===== src/hw/rtl/fjop_pkg.sv =====
`default_nettype none
// ============================================================================
// fjop_pkg
// Shared types and constants of the flat JSON object byte parser.
// ============================================================================
package fjop_pkg;

	// Table and token sizes
	localparam int MAX_PAIRS   = 8;
	localparam int TOKEN_BYTES = 32;

	localparam int PAIR_W = $clog2(MAX_PAIRS + 1);
	localparam int TLEN_W = 5;
	localparam int IDX_W  = 3;

	localparam logic [PAIR_W-1:0] PAIR_LIMIT = PAIR_W'(MAX_PAIRS);
	localparam logic [TLEN_W-1:0] TLEN_LIMIT = TLEN_W'(TOKEN_BYTES - 1);

	// Character codes
	localparam logic [7:0] CH_LBRACE = 8'h7B;
	localparam logic [7:0] CH_RBRACE = 8'h7D;
	localparam logic [7:0] CH_COLON  = 8'h3A;
	localparam logic [7:0] CH_COMMA  = 8'h2C;
	localparam logic [7:0] CH_QUOTE  = 8'h22;
	localparam logic [7:0] CH_MINUS  = 8'h2D;
	localparam logic [7:0] CH_SPACE  = 8'h20;
	localparam logic [7:0] CH_TAB    = 8'h09;
	localparam logic [7:0] CH_CR     = 8'h0D;
	localparam logic [7:0] CH_LF     = 8'h0A;
	localparam logic [7:0] CH_ZERO   = 8'h30;
	localparam logic [7:0] CH_NINE   = 8'h39;

	// Byte roles
	localparam logic [1:0] ROLE_NONE = 2'd0;
	localparam logic [1:0] ROLE_KEY  = 2'd1;
	localparam logic [1:0] ROLE_STR  = 2'd2;
	localparam logic [1:0] ROLE_NUM  = 2'd3;

	// Number saturation
	localparam logic [31:0] MAG_CAP  = 32'h8000_0000;
	localparam logic [31:0] POS_SAT  = 32'h7FFF_FFFF;

	typedef enum logic [3:0] {
		BC_LBRACE,
		BC_RBRACE,
		BC_COLON,
		BC_COMMA,
		BC_QUOTE,
		BC_MINUS,
		BC_DIGIT,
		BC_SPACE,
		BC_OTHER
	} byte_class_t;

	// One classified byte as it travels through the queue
	typedef struct packed {
		byte_class_t cls;
		logic [7:0]  raw;
		logic [3:0]  digit;
	} tok_t;

	// One result item
	typedef struct packed {
		logic              accepted;
		logic [1:0]        byte_role;
		logic [7:0]        char_out;
		logic [4:0]        char_position;
		logic [IDX_W-1:0]  entry_index;
		logic              pair_done;
		logic              pair_is_number;
		logic [31:0]       number_value;
		logic              message_done;
		logic [3:0]        pair_total;
	} res_t;

endpackage
`default_nettype wire


===== src/hw/rtl/fjop_front.sv =====
`default_nettype none
// ============================================================================
// fjop_front
// Accepts input bytes, classifies them and holds them in a two-entry queue.
// ============================================================================
module fjop_front import fjop_pkg::*; (
	input  wire logic clk,
	input  wire logic arst_n,
	input  wire logic in_valid,
	output logic      in_ready,
	input  wire logic [7:0] in_byte,
	output logic      q_valid,
	output tok_t      q_tok,
	input  wire logic q_pop
);

	tok_t       mem_q [2];
	logic       wr_ptr_q;
	logic       rd_ptr_q;
	logic [1:0] cnt_q;
	tok_t       tok_in;
	logic       push;

	// classifier
	always_comb begin
		tok_in.raw   = in_byte;
		tok_in.digit = 4'(in_byte - CH_ZERO);
		case (in_byte)
			CH_LBRACE: tok_in.cls = BC_LBRACE;
			CH_RBRACE: tok_in.cls = BC_RBRACE;
			CH_COLON:  tok_in.cls = BC_COLON;
			CH_COMMA:  tok_in.cls = BC_COMMA;
			CH_QUOTE:  tok_in.cls = BC_QUOTE;
			CH_MINUS:  tok_in.cls = BC_MINUS;
			CH_SPACE, CH_TAB, CH_CR, CH_LF: tok_in.cls = BC_SPACE;
			default: begin
				if (in_byte inside {[CH_ZERO:CH_NINE]}) tok_in.cls = BC_DIGIT;
				else tok_in.cls = BC_OTHER;
			end
		endcase
	end

	assign in_ready = (cnt_q != 2'd2);
	assign push     = in_valid && in_ready;
	assign q_valid  = (cnt_q != 2'd0);
	assign q_tok    = mem_q[rd_ptr_q];

	always_ff @(posedge clk) begin
		if (push) mem_q[wr_ptr_q] <= tok_in;
	end

	always_ff @(posedge clk or negedge arst_n) begin
		if (!arst_n) begin
			wr_ptr_q <= 1'b0;
			rd_ptr_q <= 1'b0;
			cnt_q    <= 2'd0;
		end else begin
			if (push) wr_ptr_q <= ~wr_ptr_q;
			if (q_pop) rd_ptr_q <= ~rd_ptr_q;
			case ({push, q_pop})
				2'b10:   cnt_q <= cnt_q + 2'd1;
				2'b01:   cnt_q <= cnt_q - 2'd1;
				default: cnt_q <= cnt_q;
			endcase
		end
	end

endmodule
`default_nettype wire


===== src/hw/rtl/fjop_back.sv =====
`default_nettype none
// ============================================================================
// fjop_back
// Parse state machine with number accumulator and registered result.
// ============================================================================
module fjop_back import fjop_pkg::*; (
	input  wire logic clk,
	input  wire logic arst_n,
	input  wire logic q_valid,
	input  wire tok_t q_tok,
	output logic      q_pop,
	output logic      out_valid,
	input  wire logic out_ready,
	output res_t      out_res
);

	typedef enum logic [2:0] {
		ST_START,
		ST_WAIT_KEY,
		ST_KEY,
		ST_WAIT_COLON,
		ST_WAIT_VALUE,
		ST_STR,
		ST_NUM,
		ST_WAIT_END
	} state_t;

	state_t            state_q, state_n;
	logic [PAIR_W-1:0] pairs_q, pairs_n;
	logic [TLEN_W-1:0] tlen_q, tlen_n;
	logic [31:0]       mag_q, mag_n;
	logic              neg_q, neg_n;
	logic              out_valid_q;
	res_t              res_q, res_n;

	logic              ok, fin_num, fin_msg;
	logic [31:0]       mag_base;
	logic [35:0]       mag_acc;
	logic [31:0]       mag_dig;
	logic [31:0]       num_val;
	logic              is_space;

	assign q_pop     = q_valid && (!out_valid_q || out_ready);
	assign out_valid = out_valid_q;
	assign out_res   = res_q;
	assign is_space  = (q_tok.cls == BC_SPACE);

	// mag*10 + digit, saturated at 2^31
	always_comb begin
		mag_base = (state_q == ST_NUM) ? mag_q : 32'd0;
		mag_acc  = {1'b0, mag_base, 3'b000} + {3'b000, mag_base, 1'b0} + {32'd0, q_tok.digit};
		mag_dig  = (mag_acc >= {4'd0, MAG_CAP}) ? MAG_CAP : mag_acc[31:0];
		if (neg_q) num_val = 32'd0 - mag_q;
		else       num_val = mag_q[31] ? POS_SAT : mag_q;
	end

	always_comb begin
		state_n = state_q;
		pairs_n = pairs_q;
		tlen_n  = tlen_q;
		mag_n   = mag_q;
		neg_n   = neg_q;
		ok      = 1'b1;
		fin_num = 1'b0;
		fin_msg = 1'b0;
		res_n   = '0;

		case (state_q)
			ST_START: begin
				if (q_tok.cls == BC_LBRACE) state_n = ST_WAIT_KEY;
			end
			ST_WAIT_KEY: begin
				if (q_tok.cls == BC_QUOTE) begin
					if (pairs_q >= PAIR_LIMIT) ok = 1'b0;
					else begin
						state_n = ST_KEY;
						tlen_n  = '0;
					end
				end else if (!is_space) ok = 1'b0;
			end
			ST_KEY, ST_STR: begin
				if (q_tok.cls == BC_QUOTE) begin
					if (state_q == ST_KEY) state_n = ST_WAIT_COLON;
					else begin
						res_n.pair_done   = 1'b1;
						res_n.entry_index = pairs_q[IDX_W-1:0];
						pairs_n           = pairs_q + 1'b1;
						state_n           = ST_WAIT_END;
					end
				end else if (tlen_q >= TLEN_LIMIT) ok = 1'b0;
				else begin
					res_n.byte_role     = (state_q == ST_KEY) ? ROLE_KEY : ROLE_STR;
					res_n.char_out      = q_tok.raw;
					res_n.char_position = tlen_q;
					res_n.entry_index   = pairs_q[IDX_W-1:0];
					tlen_n              = tlen_q + 1'b1;
				end
			end
			ST_WAIT_COLON: begin
				if (q_tok.cls == BC_COLON) state_n = ST_WAIT_VALUE;
				else if (!is_space) ok = 1'b0;
			end
			ST_WAIT_VALUE: begin
				if (q_tok.cls == BC_QUOTE) begin
					state_n = ST_STR;
					tlen_n  = '0;
				end else if (q_tok.cls == BC_DIGIT || q_tok.cls == BC_MINUS) begin
					state_n             = ST_NUM;
					neg_n               = (q_tok.cls == BC_MINUS);
					mag_n               = (q_tok.cls == BC_MINUS) ? 32'd0 : mag_dig;
					res_n.byte_role     = ROLE_NUM;
					res_n.char_out      = q_tok.raw;
					res_n.entry_index   = pairs_q[IDX_W-1:0];
					tlen_n              = TLEN_W'(1);
				end else if (!is_space) ok = 1'b0;
			end
			ST_NUM: begin
				if (q_tok.cls == BC_COMMA) begin
					fin_num = 1'b1;
					state_n = ST_WAIT_KEY;
				end else if (q_tok.cls == BC_RBRACE) begin
					fin_num = 1'b1;
					fin_msg = 1'b1;
				end else if (is_space) begin
					fin_num = 1'b1;
					state_n = ST_WAIT_END;
				end else if (q_tok.cls == BC_DIGIT) begin
					if (tlen_q >= TLEN_LIMIT) ok = 1'b0;
					else begin
						mag_n               = mag_dig;
						res_n.byte_role     = ROLE_NUM;
						res_n.char_out      = q_tok.raw;
						res_n.char_position = tlen_q;
						res_n.entry_index   = pairs_q[IDX_W-1:0];
						tlen_n              = tlen_q + 1'b1;
					end
				end else ok = 1'b0;
			end
			ST_WAIT_END: begin
				if (q_tok.cls == BC_COMMA) state_n = ST_WAIT_KEY;
				else if (q_tok.cls == BC_RBRACE) fin_msg = 1'b1;
				else if (!is_space) ok = 1'b0;
			end
			default: ok = 1'b0;
		endcase

		if (fin_num) begin
			res_n.pair_done      = 1'b1;
			res_n.pair_is_number = 1'b1;
			res_n.entry_index    = pairs_q[IDX_W-1:0];
			res_n.number_value   = num_val;
			pairs_n              = pairs_q + 1'b1;
		end
		if (fin_msg) begin
			res_n.message_done = 1'b1;
			res_n.pair_total   = 4'(pairs_n);
		end
		if (fin_msg || !ok) begin
			state_n = ST_START;
			pairs_n = '0;
			tlen_n  = '0;
			mag_n   = '0;
			neg_n   = 1'b0;
		end
		if (!ok) res_n = '0;
		res_n.accepted = ok;
	end

	always_ff @(posedge clk or negedge arst_n) begin
		if (!arst_n) begin
			state_q     <= ST_START;
			pairs_q     <= '0;
			tlen_q      <= '0;
			mag_q       <= '0;
			neg_q       <= 1'b0;
			out_valid_q <= 1'b0;
			res_q       <= '0;
		end else begin
			if (q_pop) begin
				state_q <= state_n;
				pairs_q <= pairs_n;
				tlen_q  <= tlen_n;
				mag_q   <= mag_n;
				neg_q   <= neg_n;
				res_q   <= res_n;
			end
			if (q_pop) out_valid_q <= 1'b1;
			else if (out_ready) out_valid_q <= 1'b0;
		end
	end

endmodule
`default_nettype wire


===== src/hw/rtl/flat_json_object_byte_parser.sv =====
`default_nettype none
// ============================================================================
// flat_json_object_byte_parser
// Streaming parser for a flat JSON object of string keys and string or
// integer values, one result per input byte.
// ============================================================================
// Usage:
//  - s_axis carries one text byte per transfer; every byte yields exactly one
//    result transfer on m_axis, in order.
//  - A byte is written into the 2-entry queue, then the back end steps the
//    parse state and loads the output register, which presents the result.
//  - Throughput: one byte per cycle sustained while m_axis takes results;
//    the parse state update plus the x10 accumulate of the number magnitude
//    is the feedback loop.
//  - When m_axis stalls, the output register holds its result, the back end
//    stops, and the queue absorbs up to two more bytes before s_axis_tready
//    drops. Nothing is lost or repeated.
//  - After arst_n the parser waits for an opening brace with all counters
//    cleared; the queue and output register are empty. No clearing pass.
//  - A rejected byte (syntax error, token or table overflow) reports
//    accepted = 0 with all other fields zero and resets the parser.
//  - m_axis_tlast marks the closing brace that completes an object.
// ============================================================================
module flat_json_object_byte_parser import fjop_pkg::*; (
	input  wire logic        clk,
	input  wire logic        arst_n,
	// input stream
	input  wire logic        s_axis_tvalid,
	output logic             s_axis_tready,
	input  wire logic [7:0]  s_axis_tdata,   // [7:0] stream_byte
	// result stream
	output logic             m_axis_tvalid,
	input  wire logic        m_axis_tready,
	// [0] accepted, [8:1] char_out, [13:9] char_position, [16:14] entry_index,
	// [17] pair_done, [18] pair_is_number, [50:19] number_value,
	// [54:51] pair_total, [55] zero
	output logic [55:0]      m_axis_tdata,
	output logic [1:0]       m_axis_tuser,   // [1:0] byte_role
	output logic             m_axis_tlast    // message_done
);

	logic q_valid;
	logic q_pop;
	tok_t q_tok;
	res_t res;

	// Front: byte transfer, classification, small decoupling queue
	fjop_front u_front (
		.clk      (clk),
		.arst_n   (arst_n),
		.in_valid (s_axis_tvalid),
		.in_ready (s_axis_tready),
		.in_byte  (s_axis_tdata),
		.q_valid  (q_valid),
		.q_tok    (q_tok),
		.q_pop    (q_pop)
	);

	// Back: parse state machine and output register
	fjop_back u_back (
		.clk       (clk),
		.arst_n    (arst_n),
		.q_valid   (q_valid),
		.q_tok     (q_tok),
		.q_pop     (q_pop),
		.out_valid (m_axis_tvalid),
		.out_ready (m_axis_tready),
		.out_res   (res)
	);

	// Pack result fields, lowest field in lowest bits
	assign m_axis_tdata = {1'b0,
	                       res.pair_total,
	                       res.number_value,
	                       res.pair_is_number,
	                       res.pair_done,
	                       res.entry_index,
	                       res.char_position,
	                       res.char_out,
	                       res.accepted};
	assign m_axis_tuser = res.byte_role;
	assign m_axis_tlast = res.message_done;

endmodule
`default_nettype wire


===== config.mk =====
export PLATFORM = sky130hd
export DESIGN_NAME = flat_json_object_byte_parser
export DESIGN_NICKNAME = d
export VERILOG_FILES = /design/src/hw/rtl/fjop_pkg.sv /design/src/hw/rtl/fjop_front.sv /design/src/hw/rtl/fjop_back.sv /design/src/hw/rtl/flat_json_object_byte_parser.sv
export SDC_FILE = /design/constraint.sdc
export NUM_CORES = 1
export LEC_CHECK = 0
export ABC_AREA = 0
export BUFFER_PORTS_ARGS = -buffer_cell sky130_fd_sc_hd__buf_2
export CAP_MARGIN = 20
export CORE_ASPECT_RATIO = 1.75
export CORE_UTILIZATION = 50
export CTS_BUF_LIST = sky130_fd_sc_hd__clkbuf_4
export DETAILED_ROUTE_END_ITERATION = 8
export MAX_ROUTING_LAYER = met4
export PLACE_DENSITY = 0.76
export SYNTH_ARGS = -nofsm -noshare
export SYNTH_HDL_FRONTEND = slang
export SYNTH_HIERARCHICAL = 1
export SYNTH_SLANG_ARGS = --single-unit

===== constraint.sdc =====
create_clock -name clk -period 4.1 [get_ports clk]
set_clock_uncertainty 0.05 [all_clocks]
set_input_delay 0.82 -clock clk [delete_from_list [all_inputs] [get_ports clk]]
set_output_delay 0.82 -clock clk [all_outputs]
set_load 0.05 [all_outputs]

==> results of run 1 <==
[power breakdown]
part / internal (µW) / switching, µW / total, µW / leakage, µW
Clock: 497 / 508 / 1010 / 0.000168
Sequential: 1500 / 103 / 1600 / 0.00170
Combinational: 730 / 1360 / 2090 / 0.00320
Total: 2730 / 1980 / 4700 / 0.00507
[layout make-up]
class / count / area, µm²
multi-input cells: 779 / 5315
repair buffers: 133 / 873.3
diodes: 1 / 2.502
inverters: 24 / 90.09
clock buffers: 18 / 135.1
fillers: 1572 / 7288
well taps: 231 / 289.0
clock inverters: 14 / 198.9
flip-flops and latches: 132 / 3425
[flip-flops by register name, summed over array words and instances, names as in the netlist]
| name | flops |
|---|---|
| u_back/mag_q | 32 |
| u_back/neg_q | 1 |
| u_back/out_res | 58 |
| u_back/out_valid | 1 |
| u_back/pairs_q | 4 |
| u_back/state_q | 3 |
| u_back/tlen_q | 5 |
| u_front/cnt_q | 2 |
| u_front/mem_q | 24 |
| u_front/rd_ptr_q | 1 |
| u_front/wr_ptr_q | 1 |
[synth_stat cells (13+ instances only)]
cell type    n
o22ai_1     13
nor2_1      55
nor3_1      23
nand2_1    108
nand2b_1    15
xor2_1      15
mux2_2      13
xnor2_1     26
a21oi_1     82
nand3_1     21
a22o_1      59
o21ai_0     73
edfxtp_1    24
clkbuf_1    46
ha_1        70
and3_1      36
dfrtp_1    108
inv_1       24
a21o_1      14
[kinds of logic after synthesis]
logic type	count (synthesis)	share of synthesized area, %
compound gates	322	23.31
xor+xnor	41	3.971
fa+ha+maj	71	9.906
buf+inv	88	4.234
flops	132	37.85
mux	20	2.407
other cells	1	0.04147
simple gates	324	18.28
[stage by stage]
step	TNS, ns	total power [µW]	instance area, µm²	setup WS (ns)
after detailed placement	0	3631	9851	0.01409
after global placement	0	3589	9839	0.1216
after CTS	0	4638	10190	0.01564
final	0	4701	10330	0.1380
after floorplan	0	3104	9046	0.07608
after global routing	-0.6381	4969	10330	-0.03663
[timing repair]
item	CTS	global route
resized for setup	1	22
pin swaps	0	8
endpoints found under the setup margin	13	31
setup buffers	0	4
gates cloned	0	2
[path summary, 6_finish.rpt]
check / start / to / slack (ns) / cells past startpoint
worst min-delay path: arst_n / u_back/pairs_q[1]$_DFFE_PN0P_ / 0.34 / 1
min in group clk: u_back/out_res[55]$_DFFE_PN0P_ / u_back/out_res[55]$_DFFE_PN0P_ / 0.44 / 2
worst max register to register: u_back/state_q[2]$_DFFE_PN0P_ / u_back/mag_q[2]$_DFFE_PN0P_ / 0.14 / 18
worst max-delay path: u_back/state_q[2]$_DFFE_PN0P_ / u_back/mag_q[2]$_DFFE_PN0P_ / 0.14 / 18
max in group asynchronous: arst_n / u_back/out_res[12]$_DFFE_PN0P_ / 2.80 / 2
worst min register to register: u_back/out_res[55]$_DFFE_PN0P_ / u_back/out_res[55]$_DFFE_PN0P_ / 0.44 / 2
[critical path: cells and delay by family, from the launching register on]
family          cells  cell delay, ns
buf+inv             4            0.55
compound gates      6            0.94
fa+ha+maj           3            0.88
simple gates        4            0.81
mux                 1            0.26
flops               1            0.41
[layer usage]
layer,up-vias,global-route usage [%]
li1,3890,-
met1,3863,27.77
met2,225,47.09
met3,83,3.590
met4,0,14.69
met5,-,-
==> flow_summary.html, run 1 <==
<table>
<tr><th>Metric</th><th>Value</th></tr>
<tr><th colspan="2">Outcome</th></tr>
<tr><td>Run status</td><td>finished clean</td></tr>
<tr><th colspan="2">Placed design</th></tr>
<tr><td>Placed Cells</td><td>approximately 1.3k</td></tr>
<tr><td>RePlAce Congestion</td><td>around 0.97</td></tr>
<tr><td>Hpwl dp</td><td>roughly 18000 µm</td></tr>
<tr><td>Number of port buffers</td><td>71</td></tr>
<tr><th colspan="2">Synthesis</th></tr>
<tr><td>Most used flip-flop cell after synthesis</td><td>dfrtp_1</td></tr>
<tr><td>Post-synth ARST share</td><td>81.82%</td></tr>
<tr><td>Avg Inst Size Synth</td><td>slightly above 9 µm²</td></tr>
<tr><td>Cell variety after synth</td><td>72</td></tr>
<tr><td>Total of warnings raised by yosys</td><td>6</td></tr>
<tr><td>Top cell type's share of synthesized area</td><td>roughly 30%</td></tr>
<tr><td>Post-Syn Area</td><td>about 0.0090 mm²</td></tr>
<tr><td>Post-synth EDFFs</td><td>24</td></tr>
<tr><td>Sequential area share after synthesis</td><td>37.85%</td></tr>
<tr><td>Post-Syn Instances</td><td>999</td></tr>
<tr><td>Number of synthesized register bits</td><td>around 130</td></tr>
<tr><td>Area leader, netlist</td><td>dfrtp_1</td></tr>
<tr><td>Number of nets in the synthesized netlist</td><td>~1.1k</td></tr>
<tr><td>Top cells by area, synth</td><td>dfrtp_1 (30%), ha_1 (9.7%), edfxtp_1 (8.0%)</td></tr>
<tr><th colspan="2">Clock tree</th></tr>
<tr><td>Clock transition at the registers of the reported paths</td><td>0.12 ns</td></tr>
<tr><td>Maximum number of buffers from clock root to sink</td><td>2</td></tr>
<tr><td>Insertion delay to the later sink of the worst-skew pair</td><td>between 0.5 and 0.6 ns</td></tr>
<tr><td>CTS HTree Levels</td><td>4</td></tr>
<tr><td>Number of hold buffers added after CTS</td><td>0</td></tr>
<tr><td>CTS root buffer</td><td>clkbuf_4</td></tr>
<tr><td>Clock Sinks</td><td>approximately 130</td></tr>
<tr><td>CTS tree</td><td>yes</td></tr>
<tr><td>TritonCTS buffer count</td><td>17</td></tr>
<tr><th colspan="2">Layout</th></tr>
<tr><td>Share of final-layout standard cells stronger than drive strength 1</td><td>between 10% and 20%</td></tr>
<tr><td>Relative area change from synthesis to final layout</td><td>14.21%</td></tr>
<tr><td>Fraction of the core area covered by cells at the end of the flow</td><td>between 50% and 60%</td></tr>
<tr><td>Number of nets in the final layout</td><td>1170</td></tr>
<tr><td>Commonest cells after routing, fill and taps aside</td><td>nand2_1 (107), dfrtp_1 (107), a21oi_1 (74), buf_2 (70), o21ai_0 (70)</td></tr>
<tr><td>Final non-filler cell total</td><td>1332</td></tr>
<tr><th colspan="2">STA</th></tr>
<tr><td>Final Hold Slack</td><td>about 0.34 ns</td></tr>
<tr><td>Tightest slew margin relative to the limit</td><td>a little under two fifths</td></tr>
<tr><td>Transition time at the pin with the least slew margin</td><td>between 0.9 and 1 ns</td></tr>
<tr><td>Final Hold Vio Count</td><td>0</td></tr>
<tr><td>Fmax</td><td>252.4 MHz</td></tr>
<tr><td>Slew Limit Fails</td><td>0</td></tr>
<tr><td>Final period demand of the worst path</td><td>around 4 ns</td></tr>
<tr><td>Share of the clock period used by the worst path after layout</td><td>between 90 and 100%</td></tr>
<tr><td>Setup-violating endpoint count in the final report</td><td>0</td></tr>
<tr><th colspan="2">Power and ir drop</th></tr>
<tr><td>Reported leakage power</td><td>about 0.0051 µW</td></tr>
<tr><td>Power per unit of standard cell area</td><td>455.2 mW/mm²</td></tr>
<tr><td>Peak supply drop</td><td>0.3111 mV</td></tr>
<tr><th colspan="2">Detailed routing</th></tr>
<tr><td>Average vias per placed instance</td><td>6.052</td></tr>
<tr><td>Post-route ant nets</td><td>0</td></tr>
<tr><td>Average detailed-routed wire length per instance</td><td>17.71 µm</td></tr>
<tr><td>Vias</td><td>about 8.1k</td></tr>
<tr><td>Met1 wire length</td><td>between 8000 and 9000 µm</td></tr>
<tr><td>Initial DRT Pass Iterations</td><td>5</td></tr>
<tr><td>Drt total wl</td><td>~24000 µm</td></tr>
<tr><td>Uppermost layer routed</td><td>met4</td></tr>
<tr><td>Drc violations</td><td>0</td></tr>
<tr><td>Met2 WL post-DR</td><td>about 13000 µm</td></tr>
<tr><td>Detailed route wirelength on metal3</td><td>between 800 and 900 µm</td></tr>
<tr><td>1st-iter DRT viols</td><td>364</td></tr>
<tr><th colspan="2">Worst setup path</th></tr>
<tr><td>Type of the worst setup path</td><td>flop to flop</td></tr>
<tr><td>Crit. End Element</td><td>flop</td></tr>
<tr><td>Longest individual stage delay on the worst path</td><td>0.41 ns</td></tr>
<tr><td>List of cells traversed by the critical path</td><td>nor2b_4, buf_6, and3_1, ha_1, ha_2, inv_1, fa_1, nand2b_1, a21oi_2, o21ai_0, o211ai_1, a31oi_1, mux2_2, o311ai_2, nor4b_4, buf_4, buf_12, a22o_1</td></tr>
<tr><td>Data required time of the critical path</td><td>between 4 and 5 ns</td></tr>
<tr><td>Critical-path top delay cell</td><td>dfrtp_1</td></tr>
<tr><td>Critical path launch point type</td><td>flop</td></tr>
<tr><td>Crit path max fanout</td><td>16</td></tr>
<tr><td>Arr. time, crit path</td><td>about 4.4 ns</td></tr>
<tr><th colspan="2">Floorplanning</th></tr>
<tr><td>Ports placed on the boundary</td><td>73</td></tr>
<tr><td># rows</td><td>64</td></tr>
<tr><td>Core footprint</td><td>0.01762 mm²</td></tr>
<tr><td>Initial core utilization</td><td>about 51%</td></tr>
<tr><td>Die Width</td><td>103.7 µm</td></tr>
<tr><td>Y dimension of the die</td><td>179.9 µm</td></tr>
<tr><td>Die footprint</td><td>roughly 0.019 mm²</td></tr>
<tr><th colspan="2">Global routing</th></tr>
<tr><td>Largest net degree at the start of global routing</td><td>76</td></tr>
<tr><td>Overflow left after global routing</td><td>0</td></tr>
<tr><td>Antenna violations before repair</td><td>1</td></tr>
<tr><td>Number of global-route vias before repair</td><td>between 7k and 8k</td></tr>
<tr><td>Total global-route track usage</td><td>between 20% and 30%</td></tr>
<tr><td>Global-route wire length before repair</td><td>roughly 38000 µm</td></tr>
<tr><th colspan="2">Job</th></tr>
<tr><td>Count of max-cap constraint violations</td><td>0</td></tr>
<tr><th colspan="2">Min path</th></tr>
<tr><td>Hold/Removal Path Class</td><td>input port to asynchronous set/reset pin</td></tr>
</table>
Power figures use the tool's default switching activity.
==> run 2, diff against run 1 <==
--- a/config.mk
+++ b/config.mk
@@ -9,11 +9,11 @@
 export BUFFER_PORTS_ARGS = -buffer_cell sky130_fd_sc_hd__buf_2
 export CAP_MARGIN = 20
 export CORE_ASPECT_RATIO = 1.75
-export CORE_UTILIZATION = 50
+export CORE_UTILIZATION = 55
 export CTS_BUF_LIST = sky130_fd_sc_hd__clkbuf_4
 export DETAILED_ROUTE_END_ITERATION = 8
 export MAX_ROUTING_LAYER = met4
-export PLACE_DENSITY = 0.76
+export PLACE_DENSITY = 0.82
 export SYNTH_ARGS = -nofsm -noshare
 export SYNTH_HDL_FRONTEND = slang
 export SYNTH_HIERARCHICAL = 1
==> flow_summary.html, run 2 (synthesis gave the netlist of run 1 again) <==
<table>
<tr><th>Metric</th><th>Value</th></tr>
<tr><th colspan="2">Outcome</th></tr>
<tr><td>Run status</td><td>finished clean</td></tr>
<tr><th colspan="2">STA</th></tr>
<tr><td>Setup-violating endpoint count in the final report</td><td>0</td></tr>
<tr><td>Final period demand of the worst path</td><td>~4.0 ns</td></tr>
<tr><td>Tightest slew margin relative to the limit</td><td>just under 30%</td></tr>
<tr><td>Slew Limit Fails</td><td>0</td></tr>
<tr><td>Final Hold Vio Count</td><td>0</td></tr>
<tr><td>Share of the clock period used by the worst path after layout</td><td>roughly 100%</td></tr>
<tr><td>Fmax</td><td>roughly 250 MHz</td></tr>
<tr><td>Transition time at the pin with the least slew margin</td><td>~1.1 ns</td></tr>
<tr><td>Setup total negative slack</td><td>0 ns</td></tr>
<tr><th colspan="2">Worst setup path</th></tr>
<tr><td>Reg2reg start</td><td>u_back/state_q[2]$_DFFE_PN0P_</td></tr>
<tr><td>Data required time of the critical path</td><td>4.56 ns</td></tr>
<tr><td>Worst flop-to-flop path endpoint</td><td>u_back/mag_q[21]$_DFFE_PN0P_</td></tr>
<tr><td>Critical path launch point type</td><td>flop</td></tr>
<tr><td>Minimum setup slack among reg-to-reg paths</td><td>0.08 ns</td></tr>
<tr><td>Type of the worst setup path</td><td>flop to flop</td></tr>
<tr><td>Crit. End Element</td><td>flop</td></tr>
<tr><td>Arr. time, crit path</td><td>around 4.5 ns</td></tr>
<tr><td>Worst Reg2Reg Path Length in Cells</td><td>18</td></tr>
<tr><td>Crit path max fanout</td><td>18</td></tr>
<tr><th colspan="2">Power and ir drop</th></tr>
<tr><td>Internal portion of total power</td><td>roughly 2500 µW</td></tr>
<tr><td>Switch Pwr</td><td>slightly above 2000 µW</td></tr>
<tr><td>Overall power of the completed layout</td><td>between 4000 and 5000 µW</td></tr>
<tr><td>Clock share of power</td><td>between 15 and 20%</td></tr>
<tr><td>Peak supply drop</td><td>0.2172 mV</td></tr>
<tr><td>Power per unit of standard cell area</td><td>about 440 mW/mm²</td></tr>
<tr><td>Net switching share of the total power</td><td>roughly 45%</td></tr>
<tr><td>Sequential power share</td><td>35.5%</td></tr>
<tr><td>Reported leakage power</td><td>0.005025 µW</td></tr>
<tr><td>Relative contribution of combinational cells to total power</td><td>a little under half</td></tr>
<tr><th colspan="2">Global routing</th></tr>
<tr><td>Largest net degree at the start of global routing</td><td>between 60 and 70</td></tr>
<tr><td>Number of global-route vias before repair</td><td>approximately 8.0k</td></tr>
<tr><td>Antenna violations before repair</td><td>1</td></tr>
<tr><td>Global-route wire length before repair</td><td>around 38000 µm</td></tr>
<tr><td>Overflow left after global routing</td><td>0</td></tr>
<tr><td>Total global-route track usage</td><td>a little under 30%</td></tr>
<tr><th colspan="2">Floorplanning</th></tr>
<tr><td>Core footprint</td><td>about 0.016 mm²</td></tr>
<tr><td>Die footprint</td><td>about 0.017 mm²</td></tr>
<tr><td># rows</td><td>just over 60</td></tr>
<tr><td>Die Width</td><td>a little under 100 µm</td></tr>
<tr><td>Y dimension of the die</td><td>171.6 µm</td></tr>
<tr><td>Initial core utilization</td><td>between 50% and 60%</td></tr>
<tr><td>Ports placed on the boundary</td><td>73</td></tr>
<tr><th colspan="2">Detailed routing</th></tr>
<tr><td>1st-iter DRT viols</td><td>roughly 540</td></tr>
<tr><td>Drc violations</td><td>0</td></tr>
<tr><td>Post-route ant nets</td><td>0</td></tr>
<tr><td>Average detailed-routed wire length per instance</td><td>about 19 µm</td></tr>
<tr><td>Average vias per placed instance</td><td>approximately 6.4</td></tr>
<tr><td>Drt total wl</td><td>23820 µm</td></tr>
<tr><td>Initial DRT Pass Iterations</td><td>7</td></tr>
<tr><td>Vias</td><td>between 8k and 9k</td></tr>
<tr><th colspan="2">Layout</th></tr>
<tr><td>Commonest cells after routing, fill and taps aside</td><td>dfrtp_1 (108), nand2_1 (106), o21ai_0 (72), a21oi_1 (72), buf_2 (70)</td></tr>
<tr><td>Share of final-layout standard cells stronger than drive strength 1</td><td>approximately 20%</td></tr>
<tr><td>Leading cell type in the layout, fill and taps excluded</td><td>dfrtp_1</td></tr>
<tr><td>Relative area change from synthesis to final layout</td><td>12.77%</td></tr>
<tr><td>Number of nets in the final layout</td><td>between 1k and 1.5k</td></tr>
<tr><td>Number of flip-flops in the largest register</td><td>58</td></tr>
<tr><th colspan="2">Clock tree</th></tr>
<tr><td>Insertion delay to the later sink of the worst-skew pair</td><td>between 0.5 and 0.6 ns</td></tr>
<tr><td>Clock Sinks</td><td>about 130</td></tr>
<tr><td>CTS root buffer</td><td>clkbuf_4</td></tr>
<tr><td>CTS tree</td><td>yes</td></tr>
<tr><td>CTS HTree Levels</td><td>4</td></tr>
<tr><td>TritonCTS buffer count</td><td>17</td></tr>
<tr><td>Number of hold buffers added after CTS</td><td>0</td></tr>
<tr><td>Maximum number of buffers from clock root to sink</td><td>2</td></tr>
<tr><td>Clock transition at the registers of the reported paths</td><td>0.13 ns</td></tr>
<tr><th colspan="2">Placed design</th></tr>
<tr><td>Hpwl dp</td><td>between 15000 and 20000 µm</td></tr>
<tr><td>RePlAce Congestion</td><td>about 0.98</td></tr>
<tr><td>Number of port buffers</td><td>around 70</td></tr>
<tr><th colspan="2">Min path</th></tr>
<tr><td>Hold/Removal Path Class</td><td>input port to asynchronous set/reset pin</td></tr>
<tr><th colspan="2">Job</th></tr>
<tr><td>Count of max-cap constraint violations</td><td>0</td></tr>
</table>
-- run 2: per-layer routing --
metal	part of all wire (%)	global-route usage, %	vias up
li1	-	-	3884
met1	37	30.08	3886
met2	53	51.05	305
met3	4.6	4.510	100
met4	5.4	18.30	0
met5	0	-	-
-- run 2: power groups by stage --
| stage | registers [µW] | logic [µW] | clock network (µW) |
|---|---|---|---|
| 2_1_floorplan | 1730 | 1370 | 0 |
| 4_1_cts | 1600 | 2000 | 852 |
| 3_3_place_gp | 1620 | 1950 | 0 |
| 5_1_grt | 1620 | 2260 | 899 |
| 3_5_place_dp | 1620 | 1990 | 0 |
| 6_report | 1600 | 2080 | 831 |
-- run 2: worst max path at each step --
| stage | endpoint | cells past startpoint | slack [ns] | startpoint |
|---|---|---|---|---|
| 6_report | u_back/mag_q[21]$_DFFE_PN0P_ | 18 | 0.08 | u_back/state_q[2]$_DFFE_PN0P_ |
| 5_1_grt | u_back/mag_q[25]$_DFFE_PN0P_ | 15 | -0.03 | u_back/state_q[0]$_DFFE_PN0P_ |
| 4_1_cts | u_back/mag_q[2]$_DFFE_PN0P_ | 17 | 0.006 | u_back/state_q[2]$_DFFE_PN0P_ |
| 3_5_place_dp | u_back/mag_q[7]$_DFFE_PN0P_ | 16 | -0.13 | u_back/state_q[0]$_DFFE_PN0P_ |
| 3_3_place_gp | u_back/mag_q[10]$_DFFE_PN0P_ | 17 | -0.01 | u_back/state_q[0]$_DFFE_PN0P_ |
| 2_1_floorplan | u_back/mag_q[13]$_DFFE_PN0P_ | 17 | 0.08 | u_back/state_q[1]$_DFFE_PN0P_ |
-- run 2: repair_timing --
action / CTS / global route
cloned: 0 / 1
setup endpoints to repair: 31 / 31
hold endpoints to repair: 0 / 0
pin swaps: 0 / 8
gates resized for setup: 5 / 25
setup buffers: 0 / 8
-- run 2: layout make-up --
type	count	area [µm²]
fillers	1317	5753
multi-input cells	779	5365
flip-flops and latches	132	3423
repair buffers	128	819.5
well taps	189	236.5
clock inverters	15	133.9
clock buffers	17	127.6
inverters	24	90.09
diodes	1	2.502
-- run 2: through the flow --
| step | worst slack [ns] | area (µm²) | util (%) | std cells | hold slack, ns |
|---|---|---|---|---|---|
| floorplan | 0.07608 | 9046 | - | 999 | 0.4064 |
| global placement | -0.01374 | 9729 | 60.99 | 1243 | 0.4057 |
| finish | 0.07543 | 10200 | 63.93 | 1285 | 0.2459 |
| detailed placement | -0.1334 | 9729 | 60.99 | 1243 | 0.4126 |
| CTS | 0.006028 | 10010 | 62.73 | 1275 | 0.2558 |
| global route | -0.03304 | 10200 | 63.93 | 1285 | 0.2897 |
-- run 2: critical path, stage by stage, from the launching register on --
cell and delay [ns]:
dfrtp_1 0.40, nor2b_4 0.15, buf_6 0.15, and3_1 0.21, ha_1 0.29, ha_2 0.21, inv_1 0.07, fa_1 0.40
nand2b_4 0.17, a21oi_2 0.18, o21ai_0 0.12, o211ai_1 0.19, a31oi_2 0.16, mux2_2 0.25, o311ai_2 0.13, nor4b_4 0.31
buf_4 0.20, clkbuf_16 0.18, a22o_1 0.13
